$ cat src/gf4096_mul_inv_div_unit_top_assert.svh
// Assertion macros of the GF(2^12) unit, used by gfmid_out.
// Needs a clk_i and an active-low rst_ni in the scope where a macro is used.
`ifndef GF4096_MUL_INV_DIV_UNIT_TOP_ASSERT_SVH
`define GF4096_MUL_INV_DIV_UNIT_TOP_ASSERT_SVH

`ifndef SYNTH
// Checked on every rising clock edge, suspended while reset is asserted.
`define GFMID_ASSERT(lbl, prop, msg) \
  lbl: assert property (@(posedge clk_i) disable iff (!rst_ni) (prop)) else $error(msg);
// Checked on every rising clock edge, reset included.
`define GFMID_ASSERT_ALWAYS(lbl, prop, msg) \
  lbl: assert property (@(posedge clk_i) (prop)) else $error(msg);
`else
`define GFMID_ASSERT(lbl, prop, msg)
`define GFMID_ASSERT_ALWAYS(lbl, prop, msg)
`endif

`endif

$ cat src/gfmid_pkg.sv
// Types, constants and GF(2^12) arithmetic functions of the unit.
// Used by every module of the unit; depends on nothing.
`default_nettype none

package gfmid_pkg;

  localparam int unsigned FieldBits = 12;
  localparam int unsigned ProdBits  = 2 * FieldBits - 1;

  // Operation codes carried in tuser.
  typedef enum logic [1:0] {
    OP_MUL = 2'd0,
    OP_INV = 2'd1,
    OP_DIV = 2'd2
  } gfmid_op_e;

  // Where a cell takes its second multiplicand from.
  localparam logic [1:0] SRC_SELF = 2'd0;  // the cell's own input before squaring
  localparam logic [1:0] SRC_E2   = 2'd1;  // a^3, saved by the first cell
  localparam logic [1:0] SRC_A    = 2'd2;  // the operand itself

  // Addition chain for a^(4094): each cell squares NSQ times, then multiplies.
  localparam int unsigned CellCount = 5;
  localparam int unsigned CellNsq [CellCount] = '{1, 2, 4, 2, 1};
  localparam logic [1:0]  CellSrc [CellCount] = '{SRC_SELF, SRC_SELF, SRC_SELF,
                                                  SRC_E2, SRC_A};

  // One request as it moves along the row of cells.
  typedef struct packed {
    logic [1:0]           op;
    logic [FieldBits-1:0] a;
    logic [FieldBits-1:0] b;
    logic [FieldBits-1:0] e2;
    logic [FieldBits-1:0] r;
  } gfmid_item_t;

  // Reduce a product of up to 23 bits modulo x^12 + x^3 + 1.
  function automatic logic [FieldBits-1:0] gf_reduce(input logic [ProdBits-1:0] p_in);
    logic [ProdBits-1:0] p;
    logic [ProdBits-1:0] hi;
    p  = p_in;
    hi = p & 23'h7FC000;
    p  = p ^ (hi >> 9) ^ (hi >> 12);
    hi = p & 23'h003000;
    p  = p ^ (hi >> 9) ^ (hi >> 12);
    return p[FieldBits-1:0];
  endfunction

  // Carry-less multiply followed by reduction.
  function automatic logic [FieldBits-1:0] gf_mul(input logic [FieldBits-1:0] x,
                                                 input logic [FieldBits-1:0] y);
    logic [ProdBits-1:0] acc;
    acc = '0;
    for (int i = 0; i < FieldBits; i++) begin
      acc = acc ^ (({{(FieldBits-1){1'b0}}, x} << i) & {ProdBits{y[i]}});
    end
    return gf_reduce(acc);
  endfunction

  // Squaring spreads the bits to even positions, then reduces.
  function automatic logic [FieldBits-1:0] gf_sq(input logic [FieldBits-1:0] x);
    logic [ProdBits-1:0] p;
    p = '0;
    for (int i = 0; i < FieldBits; i++) begin
      p[2*i] = x[i];
    end
    return gf_reduce(p);
  endfunction

endpackage

`default_nettype wire

$ cat src/gf4096_mul_inv_div_unit_top.sv
// GF(2^12) multiply / invert / divide unit, polynomial x^12 + x^3 + 1.
// A request passes the chain cells, then the output register. Throughput when
// the master does not stall: one request per cycle; each of the five chain cells
// and the output stage does one field multiply per cycle and hands its request on.
// Reset clears only the valid flags of the cells and of the output stage.
// Depends on gfmid_pkg, gfmid_cell and gfmid_out.
`default_nettype none

module gf4096_mul_inv_div_unit_top
  import gfmid_pkg::*;
(
  input  wire logic        clk_i,
  input  wire logic        rst_ni,
  // Request side.
  input  wire logic        s_axis_tvalid_i,
  output logic             s_axis_tready_o,
  input  wire logic [23:0] s_axis_tdata_i,   // [11:0] operand_a, [23:12] operand_b
  input  wire logic [1:0]  s_axis_tuser_i,   // [1:0] req_type
  // Result side.
  output logic             m_axis_tvalid_o,
  input  wire logic        m_axis_tready_i,
  output logic [15:0]      m_axis_tdata_o    // [11:0] field_result, [15:12] zero
);

  logic                 valid_w [CellCount+1];
  logic                 ready_w [CellCount+1];
  gfmid_item_t          item_w  [CellCount+1];
  logic [FieldBits-1:0] result_w;

  // Form the request; the chain starts from a itself.
  always_comb begin
    item_w[0].op = s_axis_tuser_i;
    item_w[0].a  = s_axis_tdata_i[11:0];
    item_w[0].b  = s_axis_tdata_i[23:12];
    item_w[0].e2 = '0;
    item_w[0].r  = s_axis_tdata_i[11:0];
  end

  assign valid_w[0]      = s_axis_tvalid_i;
  assign s_axis_tready_o = ready_w[0];

  // Row of chain cells.
  for (genvar g = 0; g < CellCount; g++) begin : g_cell
    gfmid_cell #(
      .Idx(g)
    ) u_cell (
      .clk_i       (clk_i),
      .rst_ni      (rst_ni),
      .in_valid_i  (valid_w[g]),
      .in_ready_o  (ready_w[g]),
      .in_item_i   (item_w[g]),
      .out_valid_o (valid_w[g+1]),
      .out_ready_i (ready_w[g+1]),
      .out_item_o  (item_w[g+1])
    );
  end

  // Final squaring, operation select and result register.
  gfmid_out u_out (
    .clk_i        (clk_i),
    .rst_ni       (rst_ni),
    .in_valid_i   (valid_w[CellCount]),
    .in_ready_o   (ready_w[CellCount]),
    .in_item_i    (item_w[CellCount]),
    .out_valid_o  (m_axis_tvalid_o),
    .out_ready_i  (m_axis_tready_i),
    .out_result_o (result_w)
  );

  assign m_axis_tdata_o = {4'b0000, result_w};

endmodule

`default_nettype wire

$ cat src/gfmid_cell.sv
// One cell of the inversion chain: square a few times, multiply, register.
// Depends on gfmid_pkg for the item type, the chain tables and the field functions.
`default_nettype none

module gfmid_cell
  import gfmid_pkg::*;
#(
  parameter int unsigned Idx = 0
) (
  input  wire logic        clk_i,
  input  wire logic        rst_ni,
  input  wire logic        in_valid_i,
  output logic             in_ready_o,
  input  wire gfmid_item_t in_item_i,
  output logic             out_valid_o,
  input  wire logic        out_ready_i,
  output gfmid_item_t      out_item_o
);

  logic                 valid_q;
  gfmid_item_t          item_q;
  gfmid_item_t          item_d;
  logic [FieldBits-1:0] sq_val;
  logic [FieldBits-1:0] opnd;
  logic [FieldBits-1:0] prod;

  // The cell takes a new request when it is empty or its content moves on.
  assign in_ready_o = !valid_q || out_ready_i;

  // Repeated squaring of the incoming partial power.
  always_comb begin
    sq_val = in_item_i.r;
    for (int k = 0; k < CellNsq[Idx]; k++) begin
      sq_val = gf_sq(sq_val);
    end
  end

  // Pick the second multiplicand for this step of the chain.
  always_comb begin
    if (CellSrc[Idx] == SRC_E2) begin
      opnd = in_item_i.e2;
    end else if (CellSrc[Idx] == SRC_A) begin
      opnd = in_item_i.a;
    end else begin
      opnd = in_item_i.r;
    end
  end

  assign prod = gf_mul(sq_val, opnd);

  // The first cell produces a^3, which a later cell needs again.
  always_comb begin
    item_d    = in_item_i;
    item_d.r  = prod;
    if (Idx == 0) begin
      item_d.e2 = prod;
    end
  end

  always_ff @(posedge clk_i or negedge rst_ni) begin
    if (!rst_ni) begin
      valid_q <= 1'b0;
    end else if (in_ready_o) begin
      valid_q <= in_valid_i;
    end
  end

  always_ff @(posedge clk_i) begin
    if (in_ready_o && in_valid_i) begin
      item_q <= item_d;
    end
  end

  assign out_valid_o = valid_q;
  assign out_item_o  = item_q;

endmodule

`default_nettype wire

$ cat src/gfmid_out.sv
// Last cell: final squaring, operation select and the registered result port.
// Depends on gfmid_pkg and on the assertion macro header.
`default_nettype none

`include "gf4096_mul_inv_div_unit_top_assert.svh"

module gfmid_out
  import gfmid_pkg::*;
(
  input  wire logic                 clk_i,
  input  wire logic                 rst_ni,
  input  wire logic                 in_valid_i,
  output logic                      in_ready_o,
  input  wire gfmid_item_t          in_item_i,
  output logic                      out_valid_o,
  input  wire logic                 out_ready_i,
  output logic [FieldBits-1:0]      out_result_o
);

  logic                 valid_q;
  logic [FieldBits-1:0] result_q;
  logic [FieldBits-1:0] result_d;
  logic [FieldBits-1:0] inv_val;
  logic [FieldBits-1:0] mul_x;
  logic [FieldBits-1:0] mul_y;
  logic                 in_fire;

  assign in_ready_o = !valid_q || out_ready_i;
  assign in_fire    = in_valid_i && in_ready_o;

  // The chain ends with one more squaring, giving a^4094.
  assign inv_val = gf_sq(in_item_i.r);

  // A multiply uses a, an inverse multiplies by one, a divide uses the inverse and b.
  always_comb begin
    mul_x    = inv_val;
    mul_y    = in_item_i.b;
    result_d = '0;
    unique case (in_item_i.op)
      OP_MUL: begin
        mul_x    = in_item_i.a;
        result_d = gf_mul(mul_x, mul_y);
      end
      OP_INV: begin
        mul_y    = {{(FieldBits-1){1'b0}}, 1'b1};
        result_d = gf_mul(mul_x, mul_y);
      end
      OP_DIV: begin
        result_d = gf_mul(mul_x, mul_y);
      end
      default: begin
        result_d = '0;
      end
    endcase
  end

  always_ff @(posedge clk_i or negedge rst_ni) begin
    if (!rst_ni) begin
      valid_q <= 1'b0;
    end else if (in_ready_o) begin
      valid_q <= in_valid_i;
    end
  end

  always_ff @(posedge clk_i) begin
    if (in_fire) begin
      result_q <= result_d;
    end
  end

  assign out_valid_o  = valid_q;
  assign out_result_o = result_q;

  // An unused operation code gives a zero result.
  `GFMID_ASSERT(a_rsv_zero, in_fire && in_item_i.op != OP_MUL && in_item_i.op != OP_INV && in_item_i.op != OP_DIV |=> out_result_o == '0, "unused operation code gave a nonzero result")
  // The inverse of zero is zero.
  `GFMID_ASSERT(a_inv_zero, in_fire && in_item_i.op == OP_INV && in_item_i.a == '0 |=> out_result_o == '0, "inverse of zero is not zero")
  // A product with a zero factor is zero.
  `GFMID_ASSERT(a_mul_zero, in_fire && in_item_i.op == OP_MUL && (in_item_i.a == '0 || in_item_i.b == '0) |=> out_result_o == '0, "product with zero factor is not zero")
  // An empty output register always takes a request.
  `GFMID_ASSERT_ALWAYS(a_empty_ready, !out_valid_o |-> in_ready_o, "empty output stage refused a request")

endmodule

`default_nettype wire

$ cat config.mk
export PLATFORM = sky130hd
export DESIGN_NAME = gf4096_mul_inv_div_unit_top
export DESIGN_NICKNAME = d
export VERILOG_FILES = /design/src/gfmid_pkg.sv /design/src/gf4096_mul_inv_div_unit_top.sv /design/src/gfmid_cell.sv /design/src/gfmid_out.sv
export VERILOG_INCLUDE_DIRS = /design/src /design/src/src
export SDC_FILE = /design/constraint.sdc
export NUM_CORES = 1
export LEC_CHECK = 0
export ABC_AREA = 1
export BUFFER_PORTS_ARGS = -buffer_cell sky130_fd_sc_hd__clkbuf_2
export CAP_MARGIN = 20
export CORE_MARGIN = 5
export CORE_UTILIZATION = 48
export CTS_BUF_LIST = sky130_fd_sc_hd__clkbuf_4 sky130_fd_sc_hd__clkbuf_8 sky130_fd_sc_hd__clkbuf_16
export DETAILED_ROUTE_END_ITERATION = 16
export GPL_TIMING_DRIVEN = 0
export PLACE_DENSITY = 0.66
export SETUP_SLACK_MARGIN = 0.5
export SLEW_MARGIN = 10
export SYNTH_ARGS = -nofsm -noshare
export SYNTH_HDL_FRONTEND = slang
export SYNTH_HIERARCHICAL = 1
export SYNTH_SLANG_ARGS = --single-unit
$ cat constraint.sdc
create_clock -name clk_i -period 3.9 [get_ports clk_i]
set_clock_uncertainty 0.2 [all_clocks]
set_input_delay 0.975 -clock clk_i [delete_from_list [all_inputs] [get_ports clk_i]]
set_output_delay 0.975 -clock clk_i [all_outputs]
set_load 0.05 [all_outputs]
; ---- Word-level counts from Yosys, hierarchy flattened
; Index checks and enable logic that the tools add are counted.
[op_classes]
reduce_logical = 19
bitwise = 233
n_mux = 1
n_eq_ne = 2
[op_table]
columns = cell, count
row1 = 23-bit XOR, 77
row2 = 14-bit by 11-bit XOR with 14-bit output, 18
row3 = 12-bit by 2-bit XOR with 12-bit output, 18
row4 = 12-bit by 5-bit XOR with 12-bit output, 18
row5 = 12-bit by 23-bit bitwise AND with 23-bit output, 7
row6 = 13-bit by 23-bit bitwise AND with 23-bit output, 7
row7 = 14-bit by 23-bit bitwise AND with 23-bit output, 7
row8 = 15-bit by 23-bit bitwise AND with 23-bit output, 7
row9 = 16-bit by 23-bit bitwise AND with 23-bit output, 7
row10 = 17-bit by 23-bit bitwise AND with 23-bit output, 7
row11 = 18-bit by 23-bit bitwise AND with 23-bit output, 7
row12 = 19-bit by 23-bit bitwise AND with 23-bit output, 7
row13 = 20-bit by 23-bit bitwise AND with 23-bit output, 7
row14 = 21-bit by 23-bit bitwise AND with 23-bit output, 7
row15 = 22-bit by 23-bit bitwise AND with 23-bit output, 7
row16 = 23-bit bitwise AND, 7
row17 = 13-bit by 14-bit XOR with 14-bit output, 11
row18 = 14-bit XOR, 7
row19 = 12-bit case mux with 3 select lines, 1
row20 = 1-bit logical AND, 6
row21 = 1-bit logical NOT, 6
row22 = 1-bit logical OR, 6
row23 = 2-bit by 1-bit equality test with 1-bit output (second input constant), 1
row24 = 2-bit equality test (second input constant), 1
row25 = 2-bit logical NOT, 1
[word_totals]
out_inout_bits = 18
in_bits = 30
reg_bits = 232
elab_cells = 284

; ---- Longest topological paths before layout
; Gate-level depths: netlist (run 1).
[depth]
depth_word = 32
depth_mapped = 23
mapped_depth_nobuf = 22

; ---- By module
; The synthesis (run 1) kept the hierarchy.
[by_module_without_submodules]
columns = module, seq_area_each_um2, area_per_inst_um2, cells_each, n_inst
row1 = gfmid_out, 385.4, 6570.1, 1254, 1
row2 = gfmid_cell at g_cell[4].u_cell, 1526.5, 4947.2, 768, 1
row3 = gfmid_cell at g_cell[1].u_cell, 1526.5, 4898.4, 740, 1
row4 = gfmid_cell at g_cell[3].u_cell, 1526.5, 4854.7, 797, 1
row5 = gfmid_cell at g_cell[2].u_cell, 1526.5, 4740.8, 730, 1
row6 = gfmid_cell at g_cell[0].u_cell, 1166.1, 4406.7, 742, 1
row7 = gf4096_mul_inv_div_unit_top, 0.0, 33.8, 5, 1

; ---- Worst setup path after synthesis (run 1)
; OpenSTA, ideal clock, no wires.
[synth_timing]
path_type = input port to flip-flop
from = input port m_axis_tready_i
to = register g_cell[1].u_cell.item_q (netlist bit g_cell[1].u_cell/out_item_o[0]) (enable)
n_path_buf = 0
required_time_ns = 3.226
setup_ns = 0.474
slack_ns = -0.660
arrival_ns = 3.886
stages = 10
path_cell_list = inv_1 > nand2_1 > inv_1 > nand2_1 > inv_1 > nand2_1 > inv_1 > nand2_1 > inv_1 > a21oi_1
[synth_rtl]
columns = element, line
row1 = from (decl), gf4096_mul_inv_div_unit_top.sv:21  ; input wire logic m_axis_tready_i,
row2 = to (signal assigned), gfmid_cell.sv:70  ; item_q <= item_d;
row3 = to (decl), gfmid_cell.sv:21  ; gfmid_item_t item_q;

==> results of run 1 <==
-- worst register-to-register path, delay by kind of cell (launching register included) --
family | cells | cell delay, ns
fa+ha+maj | 1 | 0.47
compound gates | 1 | 0.17
flops | 1 | 0.64
buf+inv | 4 | 0.61
simple gates | 10 | 0.88
-- cell type report --
cell class / count / area (um^2) / area share
multi-input combinational: 3912 / 19000 / 0.591
sequential: 232 / 6940 / 0.216
inverter: 683 / 2600 / 0.0809
buffer: 188 / 1370 / 0.0426
tap: 790 / 988 / 0.0307
clock buffer: 31 / 712 / 0.0221
timing repair buffer: 58 / 403 / 0.0125
clock inverter: 17 / 149 / 0.00463
-- flip-flops by register name, indices dropped and copies added (netlist names) --
register and cells:
g_cell.u_cell/out_item_o 214, u_out/out_result_o 12, g_cell.u_cell/out_valid_o 5, u_out/out_valid_o 1
-- metrics by stage --
step                area, um^2  hold slack (ns)  TNS [ns]
finish                   32200            0.204         0
floorplan                29800            0.200         0
CTS                      32100            0.202         0
global route             32200            0.209         0
global placement         31000            0.200    -20.57
detailed placement       31100            0.205   -0.0235
-- final timing paths --
| path | startpoint | end | slack [ns] | cells past startpoint |
|---|---|---|---|---|
| max | g_cell[0].u_cell/out_item_o[15] | g_cell[1].u_cell/out_item_o[10] | 0.68 | 16 |
| min | g_cell[1].u_cell/out_item_o[43] | g_cell[2].u_cell/out_item_o[43] | 0.20 | 0 |
| max reg2reg | g_cell[0].u_cell/out_item_o[15] | g_cell[1].u_cell/out_item_o[10] | 0.68 | 16 |
| min reg2reg | g_cell[1].u_cell/out_item_o[43] | g_cell[2].u_cell/out_item_o[43] | 0.20 | 0 |
| max in group asynchronous | rst_ni | g_cell[2].u_cell/out_valid_o | 2.74 | 2 |
| min in group asynchronous | rst_ni | g_cell[3].u_cell/out_valid_o | 0.59 | 2 |
-- cells in the final DEF, fill, tap and decap left out, types with 10 or more instances in the layout --
cell       count
nand2_2       71
a21oi_1       12
or2_1         10
nand3_2       12
xnor2_2       11
edfxtp_1     226
xor2_1       182
inv_1        613
nand3_1      589
nand3b_1      66
buf_2         71
nor2_2        18
clkbuf_16     27
o21ai_0       27
buf_6         37
nand2_4       26
o21ai_1       15
buf_4         78
inv_2         56
ha_1          39
nand4_1       39
nor2_1       220
nand2_1     2352
o21bai_1      18
clkbuf_2      43
xnor2_1      161
-- what timing repair did --
action                                 CTS  global route
setup buffers                            5             4
pin swaps                                0             2
gates cloned                             0             0
resized for setup                       16            24
setup endpoints to repair               14            21
hold buffers                             1             0
endpoints found under the hold margin    3             0
-- per-layer routing --
layer / global-route usage / up-vias / share of wire
li1: - / 15600 / -
met1: 0.353 / 13300 / 0.43
met2: 0.420 / 1158 / 0.45
met3: 0.0279 / 229 / 0.082
met4: 0.0905 / 0 / 0.040
met5: 0 / - / 0
==> impl_metrics.json, run 1 <==
{
  "worstPathMaxFanout": 10,
  "fillers": 6288,
  "cp-start-kind": "flop",
  "slowest_stage": "edfxtp_1",
  "cp.arrival_ns": 3.31,
  "min_period_ns": 3.22,
  "clkSinkCount": 232,
  "die_h_um": 259,
  "antenna_cells": 0,
  "min_path_type": "flop to flop",
  "die_area_mm2": 0.0670,
  "fin_nets": 5172,
  "portBuffers": 43,
  "grt_pass1_wl_um": 141000,
  "setup_violations": 0,
  "vias_per_cell": 5.12,
  "fin_crit_sh": 0.827,
  "crit_type": "flop to flop",
  "clkTransAtPathRegs_ns": 0.06,
  "ant_nets": 0,
  "netlist_instances": 5012,
  "clock_path_buffers": 3,
  "crit_chain": "buf_4 > inv_1 > ha_1 > inv_4 > nand2_4 > nand2_2 > nand2_2 > nand2_4 > nand2_4 > nand2_2 > a21oi_2 > inv_1 > nand3_1 > nand2_1 > nand2_1 > nand2_1",
  "status": "completed",
  "syn2layout_area_growth_pct": 8.16,
  "drv_cap": 0,
  "critical-path-top-delay-family": "simple AND/OR/NAND/NOR gates",
  "numCtsBuffers": 26,
  "fp.coreArea_mm2": 0.0615,
  "synth.avg_cell_area_um2": 5.93,
  "rsz0062_at_grt": "false",
  "drc": 0,
  "vias": 30300,
  "critPathMaxStageDelay_ns": 0.64,
  "cts_root_buf": "clkbuf_16",
  "io_pins": 48,
  "yosysWarnings": 6,
  "drtPass1Iterations": 6,
  "drive_above_1_share": 0.100,
  "routedWlPerCell_um": 14.9,
  "grt_antenna_before_repair": 0,
  "tightest_slew_ns": 0.835,
  "fmax_mhz": 310,
  "cts_tree": "built",
  "grt_overflow": 0,
  "start_util": 0.484,
  "grt_usage": 0.256,
  "synth_area_mm2": 0.0297,
  "critPathRequiredTime_ns": 3.98,
  "drv_slew": 0,
  "dp_hpwl_um": 67200,
  "cts.htree.levels": 1,
  "row_count": 91,
  "worst_skew_pair.late_latency_ns": 0.57,
  "place_ws_ns": -0.0120,
  "fin_ws_ns": 0.676,
  "hold_viol": 0,
  "drtIter0Drc": 2773,
  "slew_headroom": 0.442,
  "grt_pass1_vias": 27000,
  "place.gp.congestion": 0.980,
  "cp_num_buf_inv": 4,
  "die_x_um": 259,
  "dp_cells": 5853,
  "worstSetupEndpointType": "flop",
  "drt_wl_total_um": 88000,
  "stdcell_count": 5911,
  "final_util": 0.523,
  "grt_max_degree": 28
}
Power of run 1 is not shown: default switching activity piles up to over one toggle a cycle in this logic, so the estimate is an artifact.
==> run 2, diff against run 1 <==
--- a/config.mk
+++ b/config.mk
@@ -6,7 +6,7 @@
 export SDC_FILE = /design/constraint.sdc
 export NUM_CORES = 1
 export LEC_CHECK = 0
-export ABC_AREA = 1
+export ABC_AREA = 0
 export BUFFER_PORTS_ARGS = -buffer_cell sky130_fd_sc_hd__clkbuf_2
 export CAP_MARGIN = 20
 export CORE_MARGIN = 5
@@ -14,7 +14,6 @@
 export CTS_BUF_LIST = sky130_fd_sc_hd__clkbuf_4 sky130_fd_sc_hd__clkbuf_8 sky130_fd_sc_hd__clkbuf_16
 export DETAILED_ROUTE_END_ITERATION = 16
 export GPL_TIMING_DRIVEN = 0
-export PLACE_DENSITY = 0.66
 export SETUP_SLACK_MARGIN = 0.5
 export SLEW_MARGIN = 10
 export SYNTH_ARGS = -nofsm -noshare
==> constraint.sdc (replaced) <==
create_clock -name clk_i -period 3.23 [get_ports clk_i]
set_clock_uncertainty 0.2 [all_clocks]
set_input_delay 0.8075 -clock clk_i [delete_from_list [all_inputs] [get_ports clk_i]]
set_output_delay 0.8075 -clock clk_i [all_outputs]
set_load 0.05 [all_outputs]
==> impl_metrics.json, run 2 <==
{
  "status": "completed",
  "vias": 18700,
  "start_util": 0.482,
  "yosysWarnings": 6,
  "fillers": 4478,
  "slew_headroom": 0.452,
  "critPathRequiredTime_ns": 3.32,
  "min_path_cells": 1,
  "cts_tree": "built",
  "die_h_um": 234,
  "routedWlPerCell_um": 19.2,
  "portBuffers": 43,
  "grt_antenna_before_repair": 1,
  "dp_hpwl_um": 47900,
  "row_count": 82,
  "place.gp.congestion": 0.926,
  "reg2regPathDepth": 10,
  "clock_path_buffers": 3,
  "syn2layout_area_growth_pct": 19.5,
  "drive_above_1_share": 0.229,
  "grt_overflow": 0,
  "tightest_slew_ns": 0.816,
  "worstPathMaxFanout": 5,
  "rsz0062_at_grt": "true",
  "fmax_mhz": 313,
  "crit_type": "flop to flop",
  "antenna_cells": 0,
  "final_common_cell": "nand2_1",
  "whs_ns": 0.207,
  "grt_pass1_vias": 18200,
  "largest_reg_flops": 214,
  "cp.arrival_ns": 3.29,
  "fin_crit_sh": 0.989,
  "ant_nets": 0,
  "drv_slew": 0,
  "cts.htree.levels": 1,
  "drtIter0Drc": 1676,
  "drv_cap": 0,
  "numCtsBuffers": 28,
  "worstSetupEndpointType": "flop",
  "die_area_mm2": 0.0546,
  "final_area_mm2": 0.0287,
  "drt_wl_total_um": 67100,
  "final_cell_mix": "nand2_1 (625), xnor2_1 (528), edfxtp_1 (226)",
  "die_x_um": 234,
  "grt_pass1_wl_um": 105000,
  "netlist_instances": 2623,
  "drc": 0,
  "drtPass1Iterations": 6,
  "fp.coreArea_mm2": 0.0499,
  "cts_root_buf": "clkbuf_16",
  "place_area_mm2": 0.0257,
  "hold_viol": 0,
  "fin_nets": 2866,
  "synth_area_mm2": 0.0240,
  "clkTransAtPathRegs_ns": 0.07,
  "grt_usage": 0.242,
  "io_pins": 48,
  "synth.avg_cell_area_um2": 9.16,
  "setup_violations": 0,
  "min_path_type": "input port to flop",
  "worst_skew_pair.late_latency_ns": 0.58,
  "grt_max_degree": 51,
  "min_period_ns": 3.19,
  "clkSinkCount": 232,
  "vias_per_cell": 5.35,
  "cp-start-kind": "flop"
}
[run 2: worst max-delay path, cell delays in order (launching register included)]
cell      delay (ns)
edfxtp_1        0.44
buf_8           0.16
inv_8           0.05
ha_4            0.19
buf_8           0.13
xnor3_2         0.28
xnor2_4         0.19
nand2_1         0.10
xnor3_1         0.39
xnor3_2         0.45
xnor3_1         0.36
[run 2: final timing paths]
kind,startpoint,end,slack [ns]
hold reg to reg,g_cell[1].u_cell/out_item_o[26],g_cell[2].u_cell/out_item_o[26],0.22
hold / removal,s_axis_tdata_i[17],g_cell[0].u_cell/out_item_o[29],0.21
min in group asynchronous,rst_ni,g_cell[0].u_cell/out_valid_o,0.42
setup / recovery,g_cell[1].u_cell/out_item_o[7],g_cell[2].u_cell/out_item_o[3],0.04
setup reg to reg,g_cell[1].u_cell/out_item_o[7],g_cell[2].u_cell/out_item_o[3],0.04
max in group asynchronous,rst_ni,g_cell[3].u_cell/out_valid_o,2.21
[run 2: what timing repair did]
item,CTS,global route
gates cloned,1,0
buffers inserted,60,30
hold buffers,1,0
endpoints found under the hold margin,6,0
resized for setup,156,146
endpoints found under the setup margin,48,57
pin swaps,74,61
[run 2: final cells by class]
cell class                 count  area (um^2)  share of cell area
timing repair buffer         139         1100              0.0383
multi-input combinational   2122        17100               0.594
buffer                       233         1640              0.0571
inverter                      39          168             0.00584
tap                          672          841              0.0293
clock inverter                16          206             0.00719
clock buffer                  33          757              0.0264
sequential                   232         6940               0.242
[run 2: per-layer routing]
metal,share of wire,global-route usage,routed length [um],vias to the layer above
met5,0,0,0,-
met4,0.029,0.0681,1980,0
met3,0.069,0.0249,4650,140
met2,0.47,0.391,31300,721
met1,0.43,0.348,29200,8986
li1,-,-,-,8810
[run 2: metrics by stage]
step / setup TNS, ns / std cells / setup slack (ns) / utilization
2_1_floorplan: 0 / 2626 / 0.0505 / -
3_3_place_gp: -5.29 / 3341 / -0.426 / 0.515
3_5_place_dp: -4.49 / 3344 / -0.490 / 0.516
4_1_cts: -0.0386 / 3455 / -0.0288 / 0.560
5_1_grt: -0.0937 / 3486 / -0.0307 / 0.576
6_report: 0 / 3486 / 0.0367 / 0.576
Power of run 2 is left out for the same reason.
